[src/rtl/sh128_pkg.sv]
`timescale 1ns / 1ps
// ----------------------------------------------------------------------------
// sh128_pkg
// Shared types, constants and round functions for the 128-bit spooky hash
// stream block.
// ----------------------------------------------------------------------------
package sh128_pkg;

  // message length counter width
  localparam int LEN_BITS    = 32;
  // queue between front and back, depth must be a power of two
  localparam int QDEPTH      = 4;
  localparam int QPTR_W      = $clog2(QDEPTH);
  localparam int QCNT_W      = $clog2(QDEPTH + 1);

  localparam logic [63:0] PAD_CONST   = 64'hdeadbeefdeadbeef;
  localparam int          SHORT_LIMIT = 192;

  // configuration register indexes
  localparam logic CFG_SEED_LOW  = 1'b0;
  localparam logic CFG_SEED_HIGH = 1'b1;

  // rotation tables
  localparam logic [5:0] MIX_ROT  [12] = '{6'd11, 6'd32, 6'd43, 6'd31, 6'd17, 6'd28,
                                           6'd39, 6'd57, 6'd55, 6'd54, 6'd22, 6'd46};
  localparam logic [5:0] END_ROT  [12] = '{6'd44, 6'd15, 6'd34, 6'd21, 6'd38, 6'd33,
                                           6'd10, 6'd13, 6'd38, 6'd53, 6'd42, 6'd54};
  localparam logic [5:0] SMIX_ROT [12] = '{6'd50, 6'd52, 6'd30, 6'd41, 6'd54, 6'd48,
                                           6'd38, 6'd37, 6'd62, 6'd34, 6'd5,  6'd36};
  localparam logic [5:0] SEND_ROT [11] = '{6'd15, 6'd52, 6'd26, 6'd51, 6'd28, 6'd9,
                                           6'd47, 6'd54, 6'd32, 6'd25, 6'd63};

  typedef logic [63:0]       word_t;
  typedef logic [11:0][63:0] lstate_t;
  typedef logic [3:0][63:0]  sstate_t;

  // one classified word on its way from front to back
  typedef struct packed {
    word_t      data;
    logic [3:0] nb;
    logic [3:0] pos;
    logic       first;
    logic       last;
    logic       block_done;
    logic       is_short;
    logic [7:0] len_lo;
  } item_t;

  typedef enum logic [2:0] {
    BK_RUN,
    BK_SMIX,
    BK_FIN,
    BK_SEND,
    BK_LEND
  } bk_state_t;

  typedef struct packed {
    logic finishing;
    logic smixing;
  } bk_status_t;

  function automatic word_t rotl64(word_t x, logic [5:0] k);
    logic [127:0] t;
    t = {x, x} << k;
    return t[127:64];
  endfunction

  // (i + k) mod 12 for i and k below 12
  function automatic logic [3:0] wrap12(logic [3:0] i, logic [3:0] k);
    logic [4:0] s;
    s = {1'b0, i} + {1'b0, k};
    if (s >= 5'd12) s = s - 5'd12;
    return s[3:0];
  endfunction

  // one row of the long block mix
  function automatic lstate_t long_row(lstate_t s, word_t d, logic [3:0] i);
    logic [3:0] n1, n2, n10, n11;
    n1  = wrap12(i, 4'd1);
    n2  = wrap12(i, 4'd2);
    n10 = wrap12(i, 4'd10);
    n11 = wrap12(i, 4'd11);
    s[i]   = s[i] + d;
    s[n2]  = s[n2] ^ s[n10];
    s[n11] = s[n11] ^ s[i];
    s[i]   = rotl64(s[i], MIX_ROT[i]);
    s[n11] = s[n11] + s[n1];
    return s;
  endfunction

  // one step of the long end round
  function automatic lstate_t end_step(lstate_t h, logic [3:0] i);
    logic [3:0] n1, n2, n11;
    n1  = wrap12(i, 4'd1);
    n2  = wrap12(i, 4'd2);
    n11 = wrap12(i, 4'd11);
    h[n11] = h[n11] + h[n1];
    h[n2]  = h[n2] ^ h[n11];
    h[n1]  = rotl64(h[n1], END_ROT[i]);
    return h;
  endfunction

  // one step of the short mix
  function automatic sstate_t smix_step(sstate_t h, logic [3:0] j);
    logic [1:0] x, y, z;
    x = j[1:0] + 2'd2;
    y = j[1:0] + 2'd3;
    z = j[1:0];
    h[x] = rotl64(h[x], SMIX_ROT[j]);
    h[x] = h[x] + h[y];
    h[z] = h[z] ^ h[x];
    return h;
  endfunction

  // one step of the short end, steps zero to ten
  function automatic sstate_t send_step(sstate_t h, logic [3:0] j);
    logic [1:0] x, z;
    x = j[1:0] + 2'd2;
    z = j[1:0] + 2'd3;
    h[z] = h[z] ^ h[x];
    h[x] = rotl64(h[x], SEND_ROT[j]);
    h[z] = h[z] + h[x];
    return h;
  endfunction

endpackage

[src/rtl/sh128_front.sv]
`timescale 1ns / 1ps
// ----------------------------------------------------------------------------
// sh128_front
// Accepts message words, masks the tail, tracks block position and the
// saturating byte count, and pushes classified items into the queue.
// ----------------------------------------------------------------------------
module sh128_front
  import sh128_pkg::*;
(
  input  logic       clk,
  input  logic       rst_n,
  input  logic       in_valid,
  output logic       in_stall,
  input  logic [63:0] in_data_word,
  input  logic [3:0] in_byte_count,
  input  logic       in_last_word,
  input  logic       q_full,
  output logic       push,
  output item_t      push_item
);

  logic [LEN_BITS-1:0] count_r, count_nxt;
  logic [3:0]          pos_r, pos_nxt;
  logic [3:0]          nb;
  logic [LEN_BITS:0]   sum;
  logic [LEN_BITS-1:0] newlen;
  word_t               masked;
  logic                bd;

  assign in_stall = q_full;
  assign push     = in_valid && !q_full;

  // byte count and tail mask
  always_comb begin
    if (!in_last_word || in_byte_count > 4'd8) nb = 4'd8;
    else nb = in_byte_count;
    for (int b = 0; b < 8; b++) begin
      masked[b*8 +: 8] = (4'(b) < nb) ? in_data_word[b*8 +: 8] : 8'h00;
    end
  end

  // saturating length
  always_comb begin
    sum    = {1'b0, count_r} + (LEN_BITS + 1)'(nb);
    newlen = sum[LEN_BITS] ? '1 : sum[LEN_BITS-1:0];
    bd     = (pos_r == 4'd11) && (nb == 4'd8);
  end

  always_comb begin
    push_item.data       = masked;
    push_item.nb         = nb;
    push_item.pos        = pos_r;
    push_item.first      = (count_r == '0);
    push_item.last       = in_last_word;
    push_item.block_done = bd;
    push_item.is_short   = newlen < LEN_BITS'(SHORT_LIMIT);
    push_item.len_lo     = newlen[7:0];
  end

  // position and count for the next beat
  always_comb begin
    count_nxt = count_r;
    pos_nxt   = pos_r;
    if (push) begin
      if (in_last_word) begin
        count_nxt = '0;
        pos_nxt   = 4'd0;
      end else begin
        count_nxt = newlen;
        pos_nxt   = bd ? 4'd0 : pos_r + 4'd1;
      end
    end
  end

  always_ff @(posedge clk) begin
    if (!rst_n) begin
      count_r <= '0;
      pos_r   <= 4'd0;
    end else begin
      count_r <= count_nxt;
      pos_r   <= pos_nxt;
    end
  end

endmodule

[config.mk]
export PLATFORM = sky130hd
export DESIGN_NAME = sh128_front
export DESIGN_NICKNAME = d
export VERILOG_FILES = /design/src/rtl/sh128_pkg.sv /design/src/rtl/sh128_front.sv
export SDC_FILE = /design/constraint.sdc
export NUM_CORES = 1
export LEC_CHECK = 0
export BUFFER_PORTS_ARGS = -buffer_cell sky130_fd_sc_hd__buf_2
export CORE_UTILIZATION = 45
export CTS_CLUSTER_SIZE = 12
export DETAILED_ROUTE_END_ITERATION = 16
export PLACE_DENSITY = 0.78
export SKIP_CTS_REPAIR_TIMING = 1
export SYNTH_ARGS = -nofsm -noshare
export SYNTH_HDL_FRONTEND = slang
export SYNTH_SLANG_ARGS = --single-unit
[constraint.sdc]
create_clock -name clk -period 6.9 [get_ports clk]
set_clock_uncertainty 0.05 [all_clocks]
set_input_delay 1.38 -clock clk [delete_from_list [all_inputs] [get_ports clk]]
set_output_delay 1.38 -clock clk [all_outputs]
set_load 0.02 [all_outputs]
# ---- Word level (Yosys, flattened, before mapping)
# Cells that the tools add are included.
dict set report word_totals {
  register_bits 36
  word_cells 35
}
dict set report classes {
  n_reduce_logical 6
  magnitude_cmp 10
  n_eq_ne 2
  mux 13
  n_addsub 2
}
# cell count
set op_table {}
lappend op_table {{$mux 32} 2}
lappend op_table {{$mux 8} 8}
lappend op_table {{$add 32x4->33} 1}
lappend op_table {{$logic_not 32->1} 1}
lappend op_table {{$lt 32x8->1 const B} 1}
lappend op_table {{$lt 3x4->1 const A} 4}
lappend op_table {{$mux 4} 3}
lappend op_table {{$eq 4x4->1 const B} 2}
lappend op_table {{$lt 1x4->1 const A} 2}
lappend op_table {{$lt 2x4->1 const A} 2}
lappend op_table {{$add 4x1->4 const B} 1}
lappend op_table {{$gt 4x4->1 const B} 1}
lappend op_table {{$logic_and 1x1->1} 2}
lappend op_table {{$logic_not 1->1} 2}
lappend op_table {{$logic_or 1x1->1} 1}

# ---- Longest topological paths before layout
# Gate-level depths: netlist of run 1.
dict set report logic_depth {
  word_depth 7
  mapped_depth 14
  ltp_nobuf 10
}

# ---- Least setup slack after synthesis of run 1
# No wires, ideal clock.
dict set report synth_path {
  path_kind {input to output}
  startpoint {input port in_last_word}
  endpoint {output port push_item[8] in the netlist's numbering}
  arrival_ns 4.416
  cell_stages 12
  required_time_ns 5.470
  slack_ns 1.054
  cell_sequence {buf_6 -> nor2b_1 -> inv_1 -> clkbuf_1 -> ha_1 -> o21a_1 -> o211ai_1 -> nor4_1 -> mux2i_1 -> o2111ai_1 -> or4b_1 -> nor4_2}
}
# element line_no
set synth_rtl {}
lappend synth_rtl {{start: declaration} sh128_front.sv:16} ;# input logic in_last_word,
lappend synth_rtl {{end: declaration} sh128_front.sv:19} ;# output item_t push_item

==> flow_summary.yaml, run 1 <==
run_status:
  status: "finished clean"
clock_network:
  clk_pin_slew_ns: 0.07
  cts.htree.levels: 2
  clock_latency_ns: 0.30
  cts-root-buf: "clkbuf_8"
  tritoncts: "built"
  cts_buffers: 5
  clock-sinks: 36
  cts_buffer_depth: 2
cells_and_area:
  mostFrequentLayoutCells: "buf_2 (158), nor2b_1 (42), and2_1 (37)"
  fillerInstances: 643
  nets: 646
  layout_commonest_cell: "buf_2"
  drive_gt1_share_pct: 34.45
  diodes: 0
  synthToLayoutAreaGrowth_pct: 24.75
yosys:
  yosys.area_share.adder_pct: 2.226
  synthMuxAreaShare_pct: 0.9053
  synth_top_family_by_area: "simple AND/OR/NAND/NOR gates"
  synthXorXnorAreaFrac_pct: 4.753
  yosys_warnings: 0
  yosys.area.top_type: "dfxtp_1"
  yosys.area_share.simple_pct: 39.31
  yosysUniqueCellTypes: 64
  ys_ff_latch: 36
  synthesis.nets: 515
  syn-instance-count: 437
  synth_area_leaders: "dfxtp_1 (22%), nor2b_1 (7.9%), and2_1 (7.0%)"
  syn_area_um2: 3317
  synth.top_cell.area_share_pct: 21.73
  yosysSeqAreaShare_pct: 21.73
  syn_area_per_cell_um2: 7.590
  synth_compound_area_share_pct: 24.07
  synth_flop_cell: "dfxtp_1"
  async_flop_share_pct: 0
  synth_edf_count: 0
placed_design:
  routabilityCongestion: 0.9247
  io_buffers: 158
  place_hpwl_um: 8102
global_routing:
  grt_max_degree: 41
  grt_antenna_before_repair: 0
  grt_pass1_vias: 3252
  met1_usage_pct: 38.68
  track_usage_pct: 26.75
  busiest_layer: "met2"
  use_met2_pct: 39.18
  overflow: 0
  grt_use_met3_pct: 5.561
  grt_pass1_wl_um: 16300
pwr:
  leakagePower_nw: 1.980
  p_per_area_nw_per_um2: 123.6
  p_total_mw: 0.5113
  ir_worst_vdd_mv: 0.08772
floorplanning:
  io_pins: 159
  initial_core_util_pct: 47.77
  die_w_um: 87.86
  core_um2: 6944
  die_h_um: 87.86
  core.rowCount: 30
  dieArea_um2: 7719
sta:
  fin_tns_setup_ns: 0
  hold_violations: 0
  finalCriticalPeriod_ns: 6.107
  finalMaxSlewViolations: 0
  worst_slew_pin_slew_ns: 1.021
  max_freq_mhz: 163.8
  period_share_pct: 88.50
  finalSetupViolCount: 0
  rsz0062_at_grt: "no"
  worst_slew_margin_rel_pct: 31.30
detailed_routing:
  drtPass1Iterations: 6
  first_iter_violations: 214
  antenna_left: 0
  drc: 0
  avgViaCountPerCell: 5.780
  wl_per_cell_um: 16.41
  routed_wl_um: 10910
  vias: 3844
critical_path:
  critPathKind: "primary input to primary output"
  critPathArrivalTime_ns: 4.68
  r2r-start: "count_r[12]"
  crit_start: "in_byte_count[3]"
  start_kind: "primary input"
  crit_path_end_kind: "primary output"
  path_max_fanout: 14
  cp_data_required_time_ns: 5.47
min_path:
  hp-start: "count_r[22]"
  min-delay-path-class: "register to register"
job:
  max_cap_viol_count: 0
[worst max-delay path, cell delays in order]
cell and delay, ns:
buf_2 0.11, nor2b_1 0.30, inv_1 0.28, ha_1 0.43, o21a_1 0.16, o211ai_1 0.16
nor4_4 0.72, a31oi_1 0.17, nor3b_1 0.30, nand4_1 0.15, nor4_2 0.30, buf_2 0.20
[layout make-up]
class	instances	area, um^2	share of cell area (%)
Multi-Input combinational cell	356	2364	57.12
Timing Repair Buffer	161	813.3	19.66
Sequential cell	36	720.7	17.42
Tap cell	96	120.1	2.903
Clock buffer	8	90.09	2.177
Inverter	8	30.03	0.7257
[per-layer routing]
metal,share of wire [%],vias up
met5,0,-
met4,1.6,0
met3,8.0,16
met2,45,192
met1,45,1790
li1,-,1846
[cells in the mapped netlist (9+ instances only)]
cell and instances:
a21oi_1 21, a31oi_1 14, and2_1 37, and3_1 13
buf_4 10, clkbuf_1 14, dfxtp_1 36, nand2_1 36
nand3_1 9, nand4_1 9, nor2_1 17, nor2b_1 42
nor3_1 15, nor4_1 10, o21ai_0 22, o221a_2 11
xnor2_1 13
[kinds of logic after synthesis]
logic type               Yosys count
flip-flops                        36
AND/OR/NAND/NOR                  219
multiplexers                       3
buffers and inverters             45
AO/OA/AOI/OAI                    110
adder cells (fa/ha/maj)            6
XOR/XNOR                          18
[registers in the layout (all words and copies together), names as in the netlist]
name,count
count_r,32
pos_r,4
[per-stage QoR]
step,instances,utilization [%],setup WS [ns],hold WS [ns],area (um^2)
4_1_cts,665,59.59,0.8396,0.4739,4138
3_5_place_dp,657,58.29,0.8530,0.4623,4048
6_report,665,59.59,0.7934,0.4704,4138
2_1_floorplan,437,-,1.054,0.4257,3317
3_3_place_gp,657,58.29,0.9740,0.4397,4048
5_1_grt,665,59.59,0.5814,0.5040,4138
[path summary, 6_finish.rpt]
| kind | endpoint | slack (ns) | cells after the start |
|---|---|---|---|
| min | count_r[22] | 0.47 | 2 |
| max reg2reg | count_r[30] | 4.19 | 7 |
| min reg2reg | count_r[22] | 0.47 | 2 |
| max | push_item[8] | 0.79 | 12 |
[power by group]
part | leakage, nW | internal [mW] | switching, mW
Sequential | 0.290 | 0.208 | 0.00107
Combinational | 1.64 | 0.0550 | 0.0871
Clock | 0.0455 | 0.0815 | 0.0781
Total | 1.98 | 0.345 | 0.166
No activity file was read; power rests on OpenSTA's default activity.
==> run 2: changes to the inputs <==
ABC_AREA = 0   (was not set)
clock period = 7.1 ns   (was 6.9 ns; I/O delays follow)
==> run 2 against run 1 <==
Compared with the run above: sequential share of layout area about the same; count of clock-buffer cells in the layout down 2; clock power about the same; setup slack improved by 0.16 ns; sequential power fell by 3%; final area grew 0.24%; largest cell class unchanged.
==> flow_summary.yaml, run 2 (synthesis gave the netlist of run 1 again) <==
critical_path:
  worstPathCellList: "buf_2, nor2b_1, inv_1, ha_1, o21a_1, o211ai_1, nor4_4, a31oi_1, a2111o_1, nor4_2, buf_2"
  r2r-start: "count_r[2]"
  crit_start: "in_byte_count[3]"
  critPathKind: "primary input to primary output"
  cpMostUsedCell: "buf_2"
  path_max_fanout: 14
  cp_data_required_time_ns: 5.63
  max_stage_delay_ns: 0.73
  start_kind: "primary input"
  critPathArrivalTime_ns: 4.68
  crit_path_end_kind: "primary output"
  slowest_stage: "nor4_4"
cells_and_area:
  nets: 647
  synthToLayoutAreaGrowth_pct: 25.05
  drive_gt1_share_pct: 34.91
  largest-register: "count_r"
  mostFrequentLayoutCells: "buf_2 (158), nor2b_1 (42), and2_1 (37)"
  reg.largest.list: "count_r x32, pos_r x4"
  diodes: 0
  largest_reg_flops: 32
  final_util_pct: 59.73
  layout_commonest_cell: "buf_2"
global_routing:
  grt_pass1_vias: 3308
  overflow: 0
  grt_antenna_before_repair: 0
  track_usage_pct: 27.67
  grt_max_degree: 41
  grt_pass1_wl_um: 16770
floorplanning:
  core.rowCount: 30
  die_h_um: 87.86
  initial_core_util_pct: 47.77
  dieArea_um2: 7719
  core_um2: 6944
  io_pins: 159
  die_w_um: 87.86
min_path:
  min-delay-path-class: "register to register"
  hp-start: "pos_r[1]"
sta:
  period_share_pct: 86.59
  finalSetupViolCount: 0
  worst_slack_ns: 0.9522
  finalMaxSlewViolations: 0
  max_freq_mhz: 162.7
  worst_slew_pin_slew_ns: 1.082
  fin_tns_setup_ns: 0
  rsz0062_at_grt: "no"
  worst_slew_margin_rel_pct: 27.20
  finalCriticalPeriod_ns: 6.148
  hold_violations: 0
placed_design:
  place_ws_ns: 1.028
  io_buffers: 158
  routabilityCongestion: 0.9067
  place_hpwl_um: 8418
clock_network:
  clk_pin_slew_ns: 0.08
  cts_buffers: 5
  cts.htree.levels: 2
  cts-root-buf: "clkbuf_8"
  cts_buffer_depth: 2
  tritoncts: "built"
  clock_latency_ns: 0.30
  clock-sinks: 36
detailed_routing:
  wl_per_cell_um: 16.64
  drtPass1Iterations: 4
  first_iter_violations: 240
  avgViaCountPerCell: 5.689
  vias: 3789
  drc: 0
  antenna_left: 0
  routed_wl_um: 11080
run_status:
  status: "finished clean"
pwr:
  p_per_area_nw_per_um2: 120.9
  leakagePower_nw: 1.990
  ir_worst_vdd_mv: 0.08036
  p_total_mw: 0.5015
job:
  max_cap_viol_count: 0
run 2: where the power goes:
part | internal [mW] | switching (mW) | leakage [nW]
registers | 0.203 | 0.000999 | 0.290
clock network | 0.0776 | 0.0816 | 0.0510
logic | 0.0535 | 0.0852 | 1.65
run 2: stage by stage:
| stage | cell area, um^2 | hold slack, ns | std cells |
|---|---|---|---|
| finish | 4148 | 0.4585 | 666 |
| floorplan | 3317 | 0.4257 | 437 |
| global route | 4148 | 0.5028 | 666 |
| global placement | 4055 | 0.4374 | 658 |
| detailed placement | 4055 | 0.4532 | 658 |
| CTS | 4148 | 0.4662 | 666 |
run 2: worst paths after layout:
kind | slack (ns) | depth (start not counted) | endpoint
worst min-delay path | 0.46 | 2 | pos_r[1]
worst max-delay path | 0.95 | 11 | push_item[8]
worst min register to register | 0.46 | 2 | pos_r[1]
worst max register to register | 4.11 | 9 | count_r[26]
run 2: routing by layer:
metal  up-vias  part of all wire, %  GRT usage, %
li1       1843                    -             -
met1      1782                   45         39.75
met2       154                   46         41.44
met3        10                  7.9         5.561
met4         0                 0.99         8.346
met5         -                    0             0
run 2: area by class of cell:
cell class	instances	area [um^2]
Inverter	8	30.03
Multi-Input combinational cell	356	2364
Fill cell	650	2796
Tap cell	96	120.1
Clock buffer	6	82.58
Timing Repair Buffer	162	820.8
Clock inverter	2	10.01
Sequential cell	36	720.7
run 2: critical path, delay by kind of cell:
| kind | cells | cell delay [ns] |
|---|---|---|
| buffers and inverters | 3 | 0.59 |
| and+or+nand+nor | 3 | 1.25 |
| AOI/OAI and AO/OA | 4 | 0.97 |
| adders and majority gates | 1 | 0.44 |
