### src/rtl/sh128_pkg.sv
`timescale 1ns / 1ps
// ----------------------------------------------------------------------------
// sh128_pkg
// Shared types, constants and round functions for the 128-bit spooky hash
// stream block.
// ----------------------------------------------------------------------------
package sh128_pkg;

  // message length counter width
  localparam int LEN_BITS    = 32;
  // queue between front and back, depth must be a power of two
  localparam int QDEPTH      = 4;
  localparam int QPTR_W      = $clog2(QDEPTH);
  localparam int QCNT_W      = $clog2(QDEPTH + 1);

  localparam logic [63:0] PAD_CONST   = 64'hdeadbeefdeadbeef;
  localparam int          SHORT_LIMIT = 192;

  // configuration register indexes
  localparam logic CFG_SEED_LOW  = 1'b0;
  localparam logic CFG_SEED_HIGH = 1'b1;

  // rotation tables
  localparam logic [5:0] MIX_ROT  [12] = '{6'd11, 6'd32, 6'd43, 6'd31, 6'd17, 6'd28,
                                           6'd39, 6'd57, 6'd55, 6'd54, 6'd22, 6'd46};
  localparam logic [5:0] END_ROT  [12] = '{6'd44, 6'd15, 6'd34, 6'd21, 6'd38, 6'd33,
                                           6'd10, 6'd13, 6'd38, 6'd53, 6'd42, 6'd54};
  localparam logic [5:0] SMIX_ROT [12] = '{6'd50, 6'd52, 6'd30, 6'd41, 6'd54, 6'd48,
                                           6'd38, 6'd37, 6'd62, 6'd34, 6'd5,  6'd36};
  localparam logic [5:0] SEND_ROT [11] = '{6'd15, 6'd52, 6'd26, 6'd51, 6'd28, 6'd9,
                                           6'd47, 6'd54, 6'd32, 6'd25, 6'd63};

  typedef logic [63:0]       word_t;
  typedef logic [11:0][63:0] lstate_t;
  typedef logic [3:0][63:0]  sstate_t;

  // one classified word on its way from front to back
  typedef struct packed {
    word_t      data;
    logic [3:0] nb;
    logic [3:0] pos;
    logic       first;
    logic       last;
    logic       block_done;
    logic       is_short;
    logic [7:0] len_lo;
  } item_t;

  typedef enum logic [2:0] {
    BK_RUN,
    BK_SMIX,
    BK_FIN,
    BK_SEND,
    BK_LEND
  } bk_state_t;

  typedef struct packed {
    logic finishing;
    logic smixing;
  } bk_status_t;

  function automatic word_t rotl64(word_t x, logic [5:0] k);
    logic [127:0] t;
    t = {x, x} << k;
    return t[127:64];
  endfunction

  // (i + k) mod 12 for i and k below 12
  function automatic logic [3:0] wrap12(logic [3:0] i, logic [3:0] k);
    logic [4:0] s;
    s = {1'b0, i} + {1'b0, k};
    if (s >= 5'd12) s = s - 5'd12;
    return s[3:0];
  endfunction

  // one row of the long block mix
  function automatic lstate_t long_row(lstate_t s, word_t d, logic [3:0] i);
    logic [3:0] n1, n2, n10, n11;
    n1  = wrap12(i, 4'd1);
    n2  = wrap12(i, 4'd2);
    n10 = wrap12(i, 4'd10);
    n11 = wrap12(i, 4'd11);
    s[i]   = s[i] + d;
    s[n2]  = s[n2] ^ s[n10];
    s[n11] = s[n11] ^ s[i];
    s[i]   = rotl64(s[i], MIX_ROT[i]);
    s[n11] = s[n11] + s[n1];
    return s;
  endfunction

  // one step of the long end round
  function automatic lstate_t end_step(lstate_t h, logic [3:0] i);
    logic [3:0] n1, n2, n11;
    n1  = wrap12(i, 4'd1);
    n2  = wrap12(i, 4'd2);
    n11 = wrap12(i, 4'd11);
    h[n11] = h[n11] + h[n1];
    h[n2]  = h[n2] ^ h[n11];
    h[n1]  = rotl64(h[n1], END_ROT[i]);
    return h;
  endfunction

  // one step of the short mix
  function automatic sstate_t smix_step(sstate_t h, logic [3:0] j);
    logic [1:0] x, y, z;
    x = j[1:0] + 2'd2;
    y = j[1:0] + 2'd3;
    z = j[1:0];
    h[x] = rotl64(h[x], SMIX_ROT[j]);
    h[x] = h[x] + h[y];
    h[z] = h[z] ^ h[x];
    return h;
  endfunction

  // one step of the short end, steps zero to ten
  function automatic sstate_t send_step(sstate_t h, logic [3:0] j);
    logic [1:0] x, z;
    x = j[1:0] + 2'd2;
    z = j[1:0] + 2'd3;
    h[z] = h[z] ^ h[x];
    h[x] = rotl64(h[x], SEND_ROT[j]);
    h[z] = h[z] + h[x];
    return h;
  endfunction

endpackage

### src/rtl/sh128_queue.sv
`timescale 1ns / 1ps
// ----------------------------------------------------------------------------
// sh128_queue
// Short first-in first-out queue of classified items between front and back.
// ----------------------------------------------------------------------------
module sh128_queue
  import sh128_pkg::*;
(
  input  logic              clk,
  input  logic              rst_n,
  input  logic              push,
  input  item_t             push_item,
  input  logic              pop,
  output item_t             head,
  output logic              empty,
  output logic              full,
  output logic [QCNT_W-1:0] count
);

  item_t             mem_r [QDEPTH];
  logic [QPTR_W-1:0] wr_r, wr_nxt, rd_r, rd_nxt;
  logic [QCNT_W-1:0] cnt_r, cnt_nxt;

  assign empty = (cnt_r == '0);
  assign full  = (cnt_r == QCNT_W'(QDEPTH));
  assign count = cnt_r;
  assign head  = mem_r[rd_r];

  // pointers and fill level
  always_comb begin
    wr_nxt  = push ? wr_r + 1'b1 : wr_r;
    rd_nxt  = pop ? rd_r + 1'b1 : rd_r;
    cnt_nxt = cnt_r;
    if (push && !pop) cnt_nxt = cnt_r + 1'b1;
    else if (pop && !push) cnt_nxt = cnt_r - 1'b1;
  end

  always_ff @(posedge clk) begin
    if (push) mem_r[wr_r] <= push_item;
  end

  always_ff @(posedge clk) begin
    if (!rst_n) begin
      wr_r  <= '0;
      rd_r  <= '0;
      cnt_r <= '0;
    end else begin
      wr_r  <= wr_nxt;
      rd_r  <= rd_nxt;
      cnt_r <= cnt_nxt;
    end
  end

endmodule

### config.mk
export PLATFORM = sky130hd
export DESIGN_NAME = sh128_queue
export DESIGN_NICKNAME = d
export VERILOG_FILES = /design/src/rtl/sh128_pkg.sv /design/src/rtl/sh128_queue.sv
export SDC_FILE = /design/constraint.sdc
export NUM_CORES = 1
export LEC_CHECK = 0
export BUFFER_PORTS_ARGS = -buffer_cell sky130_fd_sc_hd__buf_2
export CELL_PAD_IN_SITES_DETAIL_PLACEMENT = 2
export CELL_PAD_IN_SITES_GLOBAL_PLACEMENT = 2
export CORE_MARGIN = 4
export CORE_UTILIZATION = 35
export DETAILED_ROUTE_END_ITERATION = 7
export PLACE_DENSITY = 0.64
export SYNTH_ARGS = -nofsm -noshare
export SYNTH_HDL_FRONTEND = slang
export SYNTH_SLANG_ARGS = --single-unit
### constraint.sdc
create_clock -name clk -period 4.4 [get_ports clk]
set_clock_uncertainty 0.2 [all_clocks]
set_input_delay 0 -clock clk [delete_from_list [all_inputs] [get_ports clk]]
set_output_delay 0 -clock clk [all_outputs]
set_load 0.05 [all_outputs]
# Word-level counts from Yosys, hierarchy flattened
# Memory sizes are Yosys's and may differ from the RTL's. A register that Yosys moved wholly into a read port is not among the register bits.
# Index checks and enable logic that the tools add are counted.
[op_classes]
mux = 6
n_eq_ne = 1
addsub = 4
reduce_logical = 6
[ops]
columns = ["op", "count"]
rows = [
  ["two-way mux 3 bit", 2],
  ["adder 2 x 1 -> 2 bit, second input constant", 2],
  ["two-way mux 2 bit", 2],
  ["adder 3 x 1 -> 3 bit, second input constant", 1],
  ["equality test 3 bit, second input constant", 1],
  ["logical NOT 3 bit", 1],
  ["subtractor 3 x 1 -> 3 bit, second input constant", 1],
  ["logical AND 1 bit", 2],
  ["logical NOT 1 bit", 2],
  ["two-way mux 1 bit", 2],
  ["nonzero test 2 bit", 1],
]
[totals]
mem_count = 1
input_bits = 88
ram_bits = 336
ff_bits = 7
output_inout_bits = 89
[memory_table]
columns = ["memory", "words", "width", "read_ports", "rd_ports_with_merged_regs", "wr", "line", "source"]
rows = [
  ["mem_r", 4, 84, 1, 1, 1, "sh128_queue.sv:20", "item_t mem_r [QDEPTH];"],
]

# Longest topological paths before layout
[depth]
word_depth = 4
mapped_depth = 7

# Worst setup path after synthesis
# No wires, ideal clock.
[synth_timing]
path_kind = "flip-flop to flip-flop"
from = "reg wr_r[0]"
to = "mem mem_r[0][0] in the netlist's numbering, enable pin"
setup_ns = 0.451
path_buffers = 0
arrival_time_ns = 2.494
path_stages_with_launch = 4
required_ns = 3.749
path_slack_ns = 1.255
path_cell_list = "dfxtp_1 inv_1 ha_1 and2_1"
[synth_lines]
columns = ["element", "line", "source"]
rows = [
  ["start, declared", "sh128_queue.sv:21", "logic [QPTR_W-1:0] wr_r, wr_nxt, rd_r, rd_nxt;"],
  ["start signal, assigned", "sh128_queue.sv:48", "wr_r <= wr_nxt;"],
  ["end, declared", "sh128_queue.sv:20", ""],
]
# No word-level cell before the write port.

==> metrics.txt <==
# TYPE chip_impl_metric gauge
chip_impl_info{name="run_status",value="complete, no violations"} 1
chip_impl_info{name="crit-reg2reg-launch",value="wr_r[0]$_SDFFE_PN0P_"} 1
chip_impl_metric{name="number_of_distinct_library_cell_variants_in_the_gate_level_netlist_after_synthesis",unit=""} 21
chip_impl_metric{name="cellInternalPower",unit="mW"} 6.012
chip_impl_metric{name="multiInputGateArea",unit="mm²"} 0.002152
chip_impl_metric{name="p_seq_frac",unit=""} 0.475
chip_impl_metric{name="worst_ep_arrival",unit="ns"} 2.77
chip_impl_metric{name="die-area",unit="mm²"} 0.03899
chip_impl_metric{name="worstPathMaxFanout",unit=""} 39
chip_impl_metric{name="routabilityCongestion",unit=""} 0.6820
chip_impl_metric{name="worst_pin_slew",unit="ns"} 0.9038
chip_impl_info{name="synth_most_common_cell",value="sky130_fd_sc_hd__edfxtp_1"} 1
chip_impl_metric{name="final-hold-violation-count",unit=""} 0
chip_impl_metric{name="design_power_total",unit="mW"} 8.136
chip_impl_info{name="post-synth-top-area-cell",value="sky130_fd_sc_hd__edfxtp_1"} 1
chip_impl_metric{name="fin_crit_sh",unit=""} 0.6754
chip_impl_metric{name="fin_setup_tns",unit="ns"} 0
chip_impl_metric{name="route.detailed.vias_per_inst",unit=""} 4.776
chip_impl_info{name="critical_path_startpoint_category",value="register"} 1
chip_impl_metric{name="vias",unit=""} 6108
chip_impl_metric{name="top_level_ports",unit=""} 177
chip_impl_info{name="top_layer",value="met5"} 1
chip_impl_metric{name="antenna-diode-count",unit=""} 0
chip_impl_metric{name="dp.final_hpwl",unit="mm"} 18.07
chip_impl_info{name="synth-main-ff-cell",value="sky130_fd_sc_hd__edfxtp_1"} 1
chip_impl_info{name="clockRootBuffer",value="sky130_fd_sc_hd__clkbuf_16"} 1
chip_impl_metric{name="seq_area_frac_synth",unit=""} 0.8174
chip_impl_metric{name="clk_path_buf_depth",unit=""} 3
chip_impl_info{name="cts_tree",value="done"} 1
chip_impl_metric{name="wire_length_of_the_first_global_routing_pass",unit="mm"} 44.95
chip_impl_metric{name="static-leakage-power",unit="nW"} 5.518
chip_impl_metric{name="async_reset_ff_frac",unit=""} 0
chip_impl_metric{name="synthesis.nets",unit=""} 575
chip_impl_metric{name="fp-row-count",unit=""} 69
chip_impl_metric{name="drive_gt1_frac",unit=""} 0.4046
chip_impl_metric{name="fin_crit_period",unit="ns"} 2.972
chip_impl_metric{name="grt_antenna_before_repair",unit=""} 1
chip_impl_metric{name="fin_hold_ws",unit="ns"} 0.03058
chip_impl_metric{name="ant_nets",unit=""} 0
chip_impl_info{name="setup.worst_path.end",value="head[79]"} 1
chip_impl_metric{name="dpl.cell_count",unit=""} 1112
chip_impl_metric{name="post-route-util",unit=""} 0.4560
chip_impl_metric{name="number_of_synthesized_flops_with_an_enable_pin",unit=""} 336
chip_impl_metric{name="cts_num_sinks",unit=""} 345
chip_impl_metric{name="detailed_place.area",unit="mm²"} 0.01399
chip_impl_metric{name="overflow",unit=""} 0
chip_impl_metric{name="syn2layout_area_growth",unit="%"} 28.80
chip_impl_info{name="grt_setup_unrepaired",value="false"} 1
chip_impl_metric{name="holdBufCountCts",unit=""} 94
chip_impl_metric{name="detailedRoute.firstIterationViolations",unit=""} 295
chip_impl_metric{name="clock_power_share",unit=""} 0.385
chip_impl_info{name="r2r-end",value="mem_r[2][21]$_DFFE_PP_"} 1
chip_impl_metric{name="dp_worst_setup_slack",unit="ns"} 1.862
chip_impl_metric{name="worst_skew_pair.late_latency",unit="ns"} 0.51
chip_impl_metric{name="postLayoutCellArea",unit="mm²"} 0.01618
chip_impl_metric{name="fin_ws",unit="ns"} 1.428
chip_impl_metric{name="power.density_cell_area",unit="mW/mm²"} 502.8
chip_impl_metric{name="reg2reg_depth",unit=""} 4
chip_impl_metric{name="drc",unit=""} 0
chip_impl_metric{name="detailedRoute.firstPassIterationCount",unit=""} 7
chip_impl_metric{name="clk_pin_slew_worst_setup_hold_paths",unit="ns"} 0.05
chip_impl_metric{name="worst-r2r-setup-slack",unit="ns"} 2.10
chip_impl_metric{name="fill_cells",unit=""} 3220
chip_impl_metric{name="die_height",unit="µm"} 197.5
chip_impl_metric{name="seq_area",unit="mm²"} 0.01028
chip_impl_metric{name="routedLengthMet1",unit="mm"} 12.29
chip_impl_metric{name="grt_max_degree",unit=""} 57
chip_impl_info{name="crit_path_category",value="register to primary output"} 1
chip_impl_metric{name="port_buffers",unit=""} 176
chip_impl_metric{name="route.detailed.wl_per_inst",unit="µm"} 23.07
chip_impl_metric{name="finalSetupViolations",unit=""} 0
chip_impl_metric{name="net_sw_frac",unit=""} 0.2610
chip_impl_metric{name="critical_path_required",unit="ns"} 4.20
chip_impl_info{name="synth_area_leaders",value="sky130_fd_sc_hd__edfxtp_1 80%, sky130_fd_sc_hd__mux4_2 15%, sky130_fd_sc_hd__dfxtp_1 1.4%, sky130_fd_sc_hd__buf_6 0.63%, sky130_fd_sc_hd__ha_1 0.50%"} 1
chip_impl_metric{name="yosys_warnings",unit=""} 0
chip_impl_metric{name="cts.htree.levels",unit=""} 2
chip_impl_metric{name="met2_length",unit="mm"} 15.27
chip_impl_metric{name="nNetsFinal",unit=""} 881
chip_impl_metric{name="wl_met3",unit="mm"} 1.387
chip_impl_metric{name="pwr-share-comb",unit=""} 0.140
chip_impl_metric{name="syn-cell-area",unit="mm²"} 0.01256
chip_impl_metric{name="die_width",unit="µm"} 197.5
chip_impl_metric{name="grtUsageTotal",unit=""} 0.1515
chip_impl_metric{name="synth_largest_type_area_fraction",unit=""} 0.8031
chip_impl_metric{name="drv_slew",unit=""} 0
chip_impl_info{name="cp-end-kind",value="primary output"} 1
chip_impl_metric{name="cap_violations",unit=""} 0
chip_impl_metric{name="irDropWorstVdd",unit="mV"} 0.4350
chip_impl_info{name="synthTopCellsByCount",value="336 x sky130_fd_sc_hd__edfxtp_1, 84 x sky130_fd_sc_hd__mux4_2, 9 x sky130_fd_sc_hd__and2_1, 9 x sky130_fd_sc_hd__dfxtp_1"} 1
chip_impl_metric{name="syn_inst",unit=""} 481
chip_impl_metric{name="mean_cell_area_of_the_mapped_netlist",unit="µm²"} 26.12
chip_impl_metric{name="first_global_vias",unit=""} 7162
chip_impl_metric{name="synth.ff_latch_count",unit=""} 345
chip_impl_metric{name="relative_slew_margins",unit=""} 0.3974
chip_impl_metric{name="routed_wl",unit="mm"} 29.51
chip_impl_metric{name="maximum_clock_rate",unit="GHz"} 0.3365
chip_impl_metric{name="cts_buffers",unit=""} 40
chip_impl_metric{name="cts-resized-gates",unit=""} 0
chip_impl_metric{name="fin_cells",unit=""} 1279
chip_impl_info{name="worstHoldPathType",value="input port to register"} 1
chip_impl_metric{name="switching_power",unit="mW"} 2.124
chip_impl_metric{name="initial_utilization",unit=""} 0.3541
chip_impl_metric{name="core_area",unit="mm²"} 0.03548
chip_impl_metric{name="cts.repair_timing.setup_buffer_count",unit=""} 0
-- placed cells by master (no fill, tap or decap) --
cell                            instances
sky130_fd_sc_hd__mux4_2                84
sky130_fd_sc_hd__clkinv_8               1
sky130_fd_sc_hd__clkinvlp_4             1
sky130_fd_sc_hd__dfxtp_1                7
sky130_fd_sc_hd__dlygate4sd3_1         94
sky130_fd_sc_hd__inv_1                  4
sky130_fd_sc_hd__or3_1                  1
sky130_fd_sc_hd__xor2_1                 3
sky130_fd_sc_hd__clkinv_1              10
sky130_fd_sc_hd__and2_4                 4
sky130_fd_sc_hd__nand2_1                1
sky130_fd_sc_hd__edfxtp_1             336
sky130_fd_sc_hd__nor3_1                 1
sky130_fd_sc_hd__mux2i_1                2
sky130_fd_sc_hd__xnor2_1                2
sky130_fd_sc_hd__bufinv_16              2
sky130_fd_sc_hd__buf_2                176
sky130_fd_sc_hd__fa_1                   1
sky130_fd_sc_hd__clkbuf_16             42
sky130_fd_sc_hd__inv_6                  1
sky130_fd_sc_hd__dfxtp_4                2
sky130_fd_sc_hd__a21boi_0               1
sky130_fd_sc_hd__nor2b_1                2
sky130_fd_sc_hd__and2_1                 5
sky130_fd_sc_hd__ha_1                   5
sky130_fd_sc_hd__o21ai_0                1
sky130_fd_sc_hd__nor3b_1                1
sky130_fd_sc_hd__clkinv_2               6
sky130_fd_sc_hd__buf_4                 12
sky130_fd_sc_hd__clkbuf_1              10
-- routing by layer --
metal | GRT usage | vias up
met5 | 0 | -
met4 | 0.03903 | 2
met3 | 0.03002 | 41
met2 | 0.2668 | 156
met1 | 0.1932 | 3222
li1 | - | 2687
-- worst max-delay path: stages, from the launching register on --
cell                      delay (ns)
sky130_fd_sc_hd__dfxtp_4        0.91
sky130_fd_sc_hd__buf_4          0.50
sky130_fd_sc_hd__mux4_2         0.60
sky130_fd_sc_hd__buf_2          0.24
-- power by group through the flow --
stage | Combinational (mW) | Clock, mW | Sequential, mW
after floorplan | 0.807 | 0 | 3.90
after global placement | 1.06 | 0 | 3.92
after detailed placement | 1.09 | 0 | 3.94
after CTS | 1.16 | 3.23 | 3.87
after global routing | 1.20 | 3.39 | 3.88
final | 1.14 | 3.13 | 3.86
-- cells by family after synthesis --
kind of cell | after synthesis | share of synthesized area
buffers and inverters | 22 | 0.01205
flip-flops | 345 | 0.8174
adder cells (fa/ha/maj) | 6 | 0.006573
XOR/XNOR | 5 | 0.003486
multiplexers | 86 | 0.1522
AO/OA/AOI/OAI | 2 | 0.0009958
AND/OR/NAND/NOR | 15 | 0.007270
-- registers in the layout (all words and copies together), names as in the netlist, named ones only --
register	cells
count	3
mem_r	336
wr_r	2
rd_r	2
-- how the worst min path moves through the flow --
stage	from	to	slack, ns	cells past startpoint
6_report	push_item[4]	mem_r[1][4]$_DFFE_PP_	0.03	2
5_1_grt	push_item[41]	mem_r[3][41]$_DFFE_PP_	0.02	2
4_1_cts	push_item[5]	mem_r[2][5]$_DFFE_PP_	0.002	2
3_5_place_dp	push_item[7]	mem_r[0][7]$_DFFE_PP_	0.02	1
3_3_place_gp	push_item[44]	mem_r[0][44]$_DFFE_PP_	0.008	1
2_1_floorplan	push_item[0]	mem_r[0][0]$_DFFE_PP_	-0.10	0
-- area by class of cell --
class	count	area share
sequential	345	0.6351
clock inverter	21	0.009897
timing repair buffer	282	0.1181
inverter	4	0.0009279
tap	461	0.03565
clock buffer	52	0.06727
multi-input combinational	114	0.1330
No activity file was read; power rests on OpenSTA's default activity.
